## config.mk

```make
export PLATFORM = sky130hd
export DESIGN_NAME = bounded_priority_queue
export DESIGN_NICKNAME = d
export VERILOG_FILES = /design/src/bpq_pkg.sv /design/src/bounded_priority_queue.sv /design/src/bpq_ctrl.sv /design/src/bpq_datapath.sv
export SDC_FILE = /design/constraint.sdc
export NUM_CORES = 2
export LEC_CHECK = 0
export ABC_AREA = 1
export BUFFER_PORTS_ARGS = -buffer_cell sky130_fd_sc_hd__clkbuf_2
export CELL_PAD_IN_SITES_DETAIL_PLACEMENT = 0
export CELL_PAD_IN_SITES_GLOBAL_PLACEMENT = 1
export CORE_MARGIN = 3
export CORE_UTILIZATION = 44
export DETAILED_ROUTE_END_ITERATION = 7
export PLACE_DENSITY = 0.83
export SYNTH_ARGS = -nofsm -noshare
export SYNTH_HDL_FRONTEND = slang
export SYNTH_SLANG_ARGS = --single-unit
```

## constraint.sdc

```tcl
create_clock -name clk -period 7.6 [get_ports clk]
set_input_delay 0.76 -clock clk [delete_from_list [all_inputs] [get_ports clk]]
set_output_delay 0.76 -clock clk [all_outputs]
set_load 0.01 [all_outputs]
```

## src/bpq_pkg.sv

```systemverilog
`timescale 1ns / 1ps
`default_nettype none
// ----------------------------------------------------------------------------
// bpq_pkg: shared types and constants for the bounded priority queue
// Entry geometry, operation and status codes, controller types and helpers.
// ----------------------------------------------------------------------------
package bpq_pkg;

  // Geometry
  localparam int DEPTH         = 16;
  localparam int KEY_WIDTH     = 16;
  localparam int PAYLOAD_WIDTH = 16;
  localparam int COUNT_W       = $clog2(DEPTH + 1);
  localparam int CAP_W         = 5;
  localparam int CFG_IDX_W     = 1;
  localparam int CFG_DATA_W    = 5;
  localparam int MODE_W        = 2;
  localparam int STATUS_W      = 2;

  // Capacity used when the capacity register holds zero
  localparam logic [CAP_W-1:0] DEFAULT_CAP = CAP_W'(10);

  // Request operations
  typedef enum logic [MODE_W-1:0] {
    MODE_INSERT = 2'd0,
    MODE_REMOVE = 2'd1,
    MODE_PEEK   = 2'd2,
    MODE_NOP    = 2'd3
  } mode_t;

  // Result status codes
  typedef enum logic [STATUS_W-1:0] {
    ST_DONE  = 2'd0,
    ST_FULL  = 2'd1,
    ST_EMPTY = 2'd2
  } status_t;

  // Configuration register indexes
  typedef enum logic [CFG_IDX_W-1:0] {
    CFG_ORDER    = 1'b0,
    CFG_CAPACITY = 1'b1
  } cfg_idx_t;

  // Controller states
  typedef enum logic {
    CS_IDLE = 1'b0,
    CS_EXEC = 1'b1
  } ctrl_state_t;

  // Controller to datapath commands
  typedef struct packed {
    logic capture;   // latch request fields
    logic execute;   // apply request to store, load result register
  } dp_cmd_t;

  // True when key a must be served strictly before key b
  function automatic logic key_before(input logic [KEY_WIDTH-1:0] a,
                                      input logic [KEY_WIDTH-1:0] b,
                                      input logic                 low_first);
    logic res;
    res = low_first ? (a < b) : (a > b);
    return res;
  endfunction

  // Capacity actually enforced: zero maps to default, saturates at depth
  function automatic logic [COUNT_W-1:0] eff_capacity(input logic [CAP_W-1:0] cap);
    logic [CAP_W-1:0] c;
    c = (cap == '0) ? DEFAULT_CAP : cap;
    if ({1'b0, c} > (CAP_W+1)'(DEPTH)) begin
      c = CAP_W'(DEPTH);
    end
    return COUNT_W'(c);
  endfunction

endpackage
`default_nettype wire

```

## src/bounded_priority_queue.sv

```systemverilog
`timescale 1ns / 1ps
`default_nettype none
// ----------------------------------------------------------------------------
// bounded_priority_queue: sorted-array priority queue, 16 entries
// Insert, remove and peek on key/payload entries; ties leave first in,
// first out.
//
//   Channel  Direction  Handshake             Carries
//   in_      input      in_valid / in_ready   mode, entry_key, entry_payload
//   out_     output     out_valid / out_ready status, top entry, occupancy, flags
//   cfg_     input      cfg_valid / cfg_ready register index, write data
//
// A request is latched in the idle state; in the execute state the entry cells
// compare and shift in parallel and the result register loads.
// The execute cycle waits while the previous result is held by out_ready low.
// Synchronous active-low reset empties the queue; no clearing pass is needed.
// cfg_ready is always high; writes go straight to the configuration registers.
// ----------------------------------------------------------------------------
module bounded_priority_queue (
  input  wire logic                                  clk,
  input  wire logic                                  rst_n,
  input  wire logic                                  in_valid,
  output logic                                       in_ready,
  input  wire logic [bpq_pkg::MODE_W-1:0]            in_mode,
  input  wire logic [bpq_pkg::KEY_WIDTH-1:0]         in_entry_key,
  input  wire logic [bpq_pkg::PAYLOAD_WIDTH-1:0]     in_entry_payload,
  output logic                                       out_valid,
  input  wire logic                                  out_ready,
  output logic [bpq_pkg::STATUS_W-1:0]               out_status,
  output logic [bpq_pkg::KEY_WIDTH-1:0]              out_top_key,
  output logic [bpq_pkg::PAYLOAD_WIDTH-1:0]          out_top_payload,
  output logic [bpq_pkg::COUNT_W-1:0]                out_occupancy,
  output logic                                       out_full_flag,
  output logic                                       out_empty_flag,
  input  wire logic                                  cfg_valid,
  output logic                                       cfg_ready,
  input  wire logic [bpq_pkg::CFG_IDX_W-1:0]         cfg_index,
  input  wire logic [bpq_pkg::CFG_DATA_W-1:0]        cfg_data
);
  import bpq_pkg::*;

  dp_cmd_t cmd;

  assign cfg_ready = 1'b1;

  // Sequencer
  bpq_ctrl u_ctrl (
    .clk       (clk),
    .rst_n     (rst_n),
    .in_valid  (in_valid),
    .in_ready  (in_ready),
    .out_valid (out_valid),
    .out_ready (out_ready),
    .cmd       (cmd)
  );

  // Entry cells, config and result register
  bpq_datapath u_dp (
    .clk              (clk),
    .rst_n            (rst_n),
    .cmd              (cmd),
    .cfg_we           (cfg_valid && cfg_ready),
    .cfg_index        (cfg_index),
    .cfg_data         (cfg_data),
    .in_mode          (in_mode),
    .in_entry_key     (in_entry_key),
    .in_entry_payload (in_entry_payload),
    .out_status       (out_status),
    .out_top_key      (out_top_key),
    .out_top_payload  (out_top_payload),
    .out_occupancy    (out_occupancy),
    .out_full_flag    (out_full_flag),
    .out_empty_flag   (out_empty_flag)
  );

endmodule
`default_nettype wire

```

## src/bpq_ctrl.sv

```systemverilog
`timescale 1ns / 1ps
`default_nettype none
// ----------------------------------------------------------------------------
// bpq_ctrl: request sequencer
// Accepts one request, runs it through the datapath once the result register
// is free, and tracks the result valid flag.
// ----------------------------------------------------------------------------
module bpq_ctrl (
  input  wire logic            clk,
  input  wire logic            rst_n,
  input  wire logic            in_valid,
  output logic                 in_ready,
  output logic                 out_valid,
  input  wire logic            out_ready,
  output bpq_pkg::dp_cmd_t     cmd
);
  import bpq_pkg::*;

  ctrl_state_t state_r, state_nxt;
  logic        out_valid_r, out_valid_nxt;
  logic        slot_free;

  // Result register can be reloaded when empty or being drained
  assign slot_free = !out_valid_r || out_ready;

  // State register
  always_ff @(posedge clk) begin
    if (!rst_n) begin
      state_r     <= CS_IDLE;
      out_valid_r <= 1'b0;
    end else begin
      state_r     <= state_nxt;
      out_valid_r <= out_valid_nxt;
    end
  end

  // Next state
  always_comb begin
    state_nxt = state_r;
    case (state_r)
      CS_IDLE: begin
        if (in_valid) state_nxt = CS_EXEC;
      end
      CS_EXEC: begin
        if (slot_free) state_nxt = CS_IDLE;
      end
      default: state_nxt = CS_IDLE;
    endcase
  end

  // Outputs and commands
  always_comb begin
    in_ready    = 1'b0;
    cmd         = '0;
    case (state_r)
      CS_IDLE: begin
        in_ready    = 1'b1;
        cmd.capture = in_valid;
      end
      CS_EXEC: begin
        cmd.execute = slot_free;
      end
      default: ;
    endcase
  end

  // Result valid flag
  always_comb begin
    out_valid_nxt = out_valid_r;
    if (cmd.execute) begin
      out_valid_nxt = 1'b1;
    end else if (out_ready) begin
      out_valid_nxt = 1'b0;
    end
  end

  assign out_valid = out_valid_r;

endmodule
`default_nettype wire

```

## src/bpq_datapath.sv

```systemverilog
`timescale 1ns / 1ps
`default_nettype none
// ----------------------------------------------------------------------------
// bpq_datapath: sorted register array with per-cell compare and shift
// Holds configuration, the request, the entry cells, the count and the
// result register.
// ----------------------------------------------------------------------------
module bpq_datapath (
  input  wire logic                                  clk,
  input  wire logic                                  rst_n,
  input  wire bpq_pkg::dp_cmd_t                      cmd,
  input  wire logic                                  cfg_we,
  input  wire logic [bpq_pkg::CFG_IDX_W-1:0]         cfg_index,
  input  wire logic [bpq_pkg::CFG_DATA_W-1:0]        cfg_data,
  input  wire logic [bpq_pkg::MODE_W-1:0]            in_mode,
  input  wire logic [bpq_pkg::KEY_WIDTH-1:0]         in_entry_key,
  input  wire logic [bpq_pkg::PAYLOAD_WIDTH-1:0]     in_entry_payload,
  output logic [bpq_pkg::STATUS_W-1:0]               out_status,
  output logic [bpq_pkg::KEY_WIDTH-1:0]              out_top_key,
  output logic [bpq_pkg::PAYLOAD_WIDTH-1:0]          out_top_payload,
  output logic [bpq_pkg::COUNT_W-1:0]                out_occupancy,
  output logic                                       out_full_flag,
  output logic                                       out_empty_flag
);
  import bpq_pkg::*;

  // Configuration
  logic               order_r;
  logic [CAP_W-1:0]   cap_r;

  // Latched request
  mode_t                    mode_r;
  logic [KEY_WIDTH-1:0]     key_r;
  logic [PAYLOAD_WIDTH-1:0] pay_r;

  // Entry cells and count
  logic [KEY_WIDTH-1:0]     cell_key_r [DEPTH];
  logic [PAYLOAD_WIDTH-1:0] cell_pay_r [DEPTH];
  logic [KEY_WIDTH-1:0]     cell_key_nxt [DEPTH];
  logic [PAYLOAD_WIDTH-1:0] cell_pay_nxt [DEPTH];
  logic [COUNT_W-1:0]       count_r, count_nxt;

  // Result register
  logic [STATUS_W-1:0]      res_status_r, res_status_nxt;
  logic [KEY_WIDTH-1:0]     res_key_r, res_key_nxt;
  logic [PAYLOAD_WIDTH-1:0] res_pay_r, res_pay_nxt;
  logic [COUNT_W-1:0]       res_count_r;
  logic                     res_full_r, res_full_nxt;
  logic                     res_empty_r, res_empty_nxt;

  logic [COUNT_W-1:0]       cap_eff;
  logic [DEPTH-1:0]         hit, first_hit, at_or_after;
  logic                     do_insert, do_remove;

  assign cap_eff = eff_capacity(cap_r);

  // Configuration registers
  always_ff @(posedge clk) begin
    if (!rst_n) begin
      order_r <= 1'b0;
      cap_r   <= DEFAULT_CAP;
    end else if (cfg_we) begin
      case (cfg_idx_t'(cfg_index))
        CFG_ORDER:    order_r <= cfg_data[0];
        CFG_CAPACITY: cap_r   <= cfg_data[CAP_W-1:0];
        default: ;
      endcase
    end
  end

  // Request latch
  always_ff @(posedge clk) begin
    if (cmd.capture) begin
      mode_r <= mode_t'(in_mode);
      key_r  <= in_entry_key;
      pay_r  <= in_entry_payload;
    end
  end

  // Per-cell compare: new key beats this cell, or cell is past the end
  always_comb begin
    for (int i = 0; i < DEPTH; i++) begin
      hit[i] = (COUNT_W'(i) >= count_r) || key_before(key_r, cell_key_r[i], order_r);
    end
  end

  // Insert position: lowest hit, and every cell from there on
  assign first_hit   = hit & (~hit + DEPTH'(1));
  assign at_or_after = ~(first_hit - DEPTH'(1));

  // Operation decode
  always_comb begin
    do_insert      = 1'b0;
    do_remove      = 1'b0;
    res_status_nxt = ST_DONE;
    res_key_nxt    = '0;
    res_pay_nxt    = '0;
    count_nxt      = count_r;
    case (mode_r)
      MODE_INSERT: begin
        if (count_r >= cap_eff) begin
          res_status_nxt = ST_FULL;
        end else begin
          do_insert = 1'b1;
          count_nxt = count_r + COUNT_W'(1);
        end
      end
      MODE_REMOVE, MODE_PEEK: begin
        if (count_r == '0) begin
          res_status_nxt = ST_EMPTY;
        end else begin
          res_key_nxt = cell_key_r[0];
          res_pay_nxt = cell_pay_r[0];
          if (mode_r == MODE_REMOVE) begin
            do_remove = 1'b1;
            count_nxt = count_r - COUNT_W'(1);
          end
        end
      end
      default: ;
    endcase
    res_full_nxt  = (count_nxt >= cap_eff);
    res_empty_nxt = (count_nxt == '0);
  end

  // Cell next values: shift down on insert, shift up on remove
  always_comb begin
    for (int i = 0; i < DEPTH; i++) begin
      cell_key_nxt[i] = cell_key_r[i];
      cell_pay_nxt[i] = cell_pay_r[i];
      if (do_insert) begin
        if (first_hit[i]) begin
          cell_key_nxt[i] = key_r;
          cell_pay_nxt[i] = pay_r;
        end else if (i > 0 && at_or_after[i]) begin
          cell_key_nxt[i] = cell_key_r[(i > 0) ? i - 1 : 0];
          cell_pay_nxt[i] = cell_pay_r[(i > 0) ? i - 1 : 0];
        end
      end else if (do_remove && i < DEPTH - 1) begin
        cell_key_nxt[i] = cell_key_r[(i < DEPTH - 1) ? i + 1 : i];
        cell_pay_nxt[i] = cell_pay_r[(i < DEPTH - 1) ? i + 1 : i];
      end
    end
  end

  // Entry cells
  always_ff @(posedge clk) begin
    if (cmd.execute) begin
      for (int i = 0; i < DEPTH; i++) begin
        cell_key_r[i] <= cell_key_nxt[i];
        cell_pay_r[i] <= cell_pay_nxt[i];
      end
    end
  end

  // Count
  always_ff @(posedge clk) begin
    if (!rst_n) begin
      count_r <= '0;
    end else if (cmd.execute) begin
      count_r <= count_nxt;
    end
  end

  // Result register
  always_ff @(posedge clk) begin
    if (cmd.execute) begin
      res_status_r <= res_status_nxt;
      res_key_r    <= res_key_nxt;
      res_pay_r    <= res_pay_nxt;
      res_count_r  <= count_nxt;
      res_full_r   <= res_full_nxt;
      res_empty_r  <= res_empty_nxt;
    end
  end

  assign out_status      = res_status_r;
  assign out_top_key     = res_key_r;
  assign out_top_payload = res_pay_r;
  assign out_occupancy   = res_count_r;
  assign out_full_flag   = res_full_r;
  assign out_empty_flag  = res_empty_r;

endmodule
`default_nettype wire

```

==> impl_metrics.json <==
{
  "synth-xor-area-share": 0.000234,
  "ant_nets": 0,
  "cts_buffers": 71,
  "p_leak_nw": 19.1,
  "yosysSeqAreaShare": 0.477,
  "die_area_um2": 88800,
  "syn_nets": 4949,
  "clock_latency_ps": 620,
  "cp-start-kind": "flop",
  "drtPass1Iterations": 5,
  "rsz0062_at_grt": "no",
  "drt_iter0_drc": 3199,
  "hold_end": "u_dp.pay_r[12]$_DFFE_PP_",
  "fp.dieH_um": 298,
  "htree_levels": 3,
  "syn_avg_cell_area_um2": 8.10,
  "p_total_mw": 8.36,
  "synth_area_leaders": "edfxtp_1, nand2_1, ha_1",
  "yosys_warnings": 0,
  "place.gp.congestion": 0.846,
  "drt_wl_total_um": 102000,
  "ys_ff_latch": 600,
  "gr-usage-all-layers": 0.222,
  "synthArstFlopShare": 0,
  "end_kind": "flop",
  "synth_top_cell_by_area": "edfxtp_1",
  "syn-cell-area_um2": 37500,
  "drc": 0,
  "fin_crit_sh": 0.698,
  "cp_max_fo": 36,
  "fin_setup_tns_ps": 0,
  "p_sw_mw": 2.27,
  "cp.arrival_ps": 5780,
  "reg2reg_from": "u_dp.key_r[0]$_DFFE_PP_",
  "synthFlopType": "edfxtp_1",
  "p_int_mw": 6.09,
  "seqPwrFrac": 0.466,
  "irDropWorstVdd_uv": 155,
  "num_vias": 30500,
  "hold_buffers": 0,
  "r2r_cells": 15,
  "postCtsSetupBuffers": 0,
  "r2r_end": "u_dp.cell_key_r[1][35]$_DFFE_PP_",
  "die_w_um": 298,
  "clockBufferDepth": 3,
  "hold_violations": 0,
  "hold_ws_ps": 312,
  "maxClockFrequency_mhz": 188,
  "core_um2": 84100,
  "synthMuxAreaShare": 0,
  "setup_viol": 0,
  "skew_ps": 25.3,
  "synth-edff-count": 587,
  "vias_per_cell": 5.25,
  "row_count": 106,
  "fin_crit_ps": 5310,
  "fin_area_um2": 41100,
  "p_comb_frac": 0.133,
  "syn_inst": 4630,
  "antenna_found_initial": 0,
  "holdPathStages": 1,
  "clkSinkCount": 600,
  "p_sw_frac": 0.271,
  "tightest_slew_ps": 1220,
  "cts_tree": "built",
  "hold_start": "in_entry_payload[12]",
  "p_clk_frac": 0.401,
  "slew_violations": 0,
  "synth_fa_ha_area_frac": 0.0914,
  "overflow": 0,
  "avgRoutedWirePerCell_um": 17.5,
  "placed_cell_area_um2": 38900,
  "area_growth_pct": 9.61,
  "hpwl_um": 71500,
  "cts_resized": 0,
  "synth_compound_gate_area_share": 0.104,
  "num_io_pins": 89,
  "maxCapViolCount": 0,
  "min_path_type": "primary input to flop",
  "ctsRootBufferMaster": "clkbuf_16",
  "antenna_cells": 0,
  "start_util": 0.446,
  "required_ps": 8080,
  "synthSimpleGateAreaFrac": 0.237,
  "synth_cell_types": 44,
  "io_buffers": 87,
  "status": "completed",
  "power_density_nw_per_um2": 203,
  "grt_pass1_wl_um": 159000,
  "drive_gt1_frac": 0.0634,
  "synth_top_family_by_area": "simple AND/OR/NAND/NOR gates",
  "yosysTopAreaCellShare": 0.470,
  "grt_pass1_vias": 28100,
  "clk_pin_slew_ps": 60,
  "fin_nets": 4938,
  "grt_max_degree": 182,
  "critPathKind": "flop to flop",
  "r2r_setup_slack_ps": 2290,
  "relSlewSlack": 0.184
}
[how the worst max path moves through the flow]
| stage | startpoint | depth (start not counted) | to | slack [ps] |
|---|---|---|---|---|
| detailed placement | u_dp.key_r[0]$_DFFE_PP_ | 20 | u_dp.cell_pay_r[1][123]$_DFFE_PP_ | 2270 |
| floorplan | u_dp.cap_r[1]$_SDFFE_PN1P_ | 14 | u_dp.cell_key_r[1][16]$_DFFE_PP_ | 2560 |
| CTS | u_dp.key_r[0]$_DFFE_PP_ | 20 | u_dp.cell_key_r[1][122]$_DFFE_PP_ | 2260 |
| finish | u_dp.key_r[0]$_DFFE_PP_ | 15 | u_dp.cell_key_r[1][35]$_DFFE_PP_ | 2290 |
| global placement | u_dp.key_r[0]$_DFFE_PP_ | 22 | u_dp.cell_pay_r[1][122]$_DFFE_PP_ | 2370 |
| global route | u_dp.key_r[0]$_DFFE_PP_ | 22 | u_dp.cell_pay_r[1][118]$_DFFE_PP_ | 1780 |
[power groups by stage]
stage	Sequential, mW	Combinational (mW)	Clock [mW]
2_1_floorplan	3.96	0.748	0
3_3_place_gp	3.95	1.08	0
3_5_place_dp	3.96	1.10	0
4_1_cts	3.89	1.11	3.43
5_1_grt	3.90	1.26	3.55
6_report	3.89	1.11	3.35
[layout by cell type (no fill, tap or decap), types with 93 or more instances in the layout]
cell type | netlist | layout
nand3_1 | 347 | 346
nand4_1 | 93 | 93
o21ai_0 | 361 | 361
ha_1 | 274 | 274
edfxtp_1 | 587 | 587
nor2_1 | 180 | 171
nand2_1 | 1496 | 1492
inv_1 | 591 | 590
o21ai_1 | 97 | 97
a21oi_1 | 247 | 244
[per-stage QoR]
stage | std cells | utilization | setup WS (ps)
after floorplan | 4630 | - | 2560
after global placement | 5680 | 0.462 | 2370
after detailed placement | 5680 | 0.462 | 2270
after CTS | 5805 | 0.489 | 2260
after global routing | 5805 | 0.489 | 1780
final | 5805 | 0.489 | 2290
[kinds of logic after synthesis]
| kind of cell | Yosys count |
|---|---|
| fa+ha+maj | 274 |
| compound gates | 756 |
| buf+inv | 841 |
| xor+xnor | 1 |
| flops | 600 |
| other cells | 1 |
| simple gates | 2157 |
[cell usage after synthesis, types with 2 or more instances]
cell      instances
nand4_1          93
o21ai_0         361
nand2_2           8
nand3_2           6
a211oi_1          3
nand2_1        1496
a21oi_1         247
buf_4            13
a31oi_1           4
a21boi_0          3
buf_1            21
o21ai_1          97
nor2_2           10
nand3_1         347
o211ai_1          2
inv_2             7
nor2_4            2
inv_1           591
buf_2            60
o21bai_1          6
buf_6            13
nor3_1           10
clkinv_1         17
a21o_1            5
clkbuf_1        119
o21a_1            4
edfxtp_1        587
ha_1            274
dfxtp_1          13
o22ai_1          18
nor2_1          180
[state kept, by name (all words and copies together), names as in the netlist]
signal,cells
u_dp.mode_r,2
u_dp.out_top_payload,16
u_dp.key_r,16
u_dp.order_r,1
u_dp.cell_key_r,256
u_dp.out_empty_flag,1
u_dp.count_r,5
u_dp.out_occupancy,5
u_dp.out_full_flag,1
u_ctrl.out_valid,1
u_dp.cell_pay_r,256
u_dp.cap_r,5
u_dp.pay_r,16
u_ctrl.state_r,1
u_dp.out_status,2
u_dp.out_top_key,16
[cell type report]
type / count / area (um^2)
inverter: 615 / 2320
clock buffer: 83 / 1870
timing repair buffer: 142 / 873
fill: 8132 / 43000
clock inverter: 42 / 367
sequential: 600 / 17900
multi-input combinational: 3189 / 16400
tap: 1134 / 1420
[critical path, stage by stage (launching register included)]
cell and delay [ps]:
edfxtp_1 420, clkinv_1 760, ha_1 620, nand3_1 90, nor3_1 150, a21oi_1 90, nand2_1 130, nand3_2 60
buf_4 260, nor2_1 330, nand2_1 230, nor2_4 640, nand2_1 890, nand2_1 260, nand3_1 100, nand2_1 90
[per-layer routing]
layer	GRT usage	wire, um	part of all wire	up-vias
met4	0.0601	2010	0.020	0
met5	0	0	0	-
li1	-	-	-	15400
met3	0.0351	7210	0.071	121
met2	0.330	43200	0.43	1002
met1	0.336	49200	0.48	14000
Power figures use the tool's default switching activity.
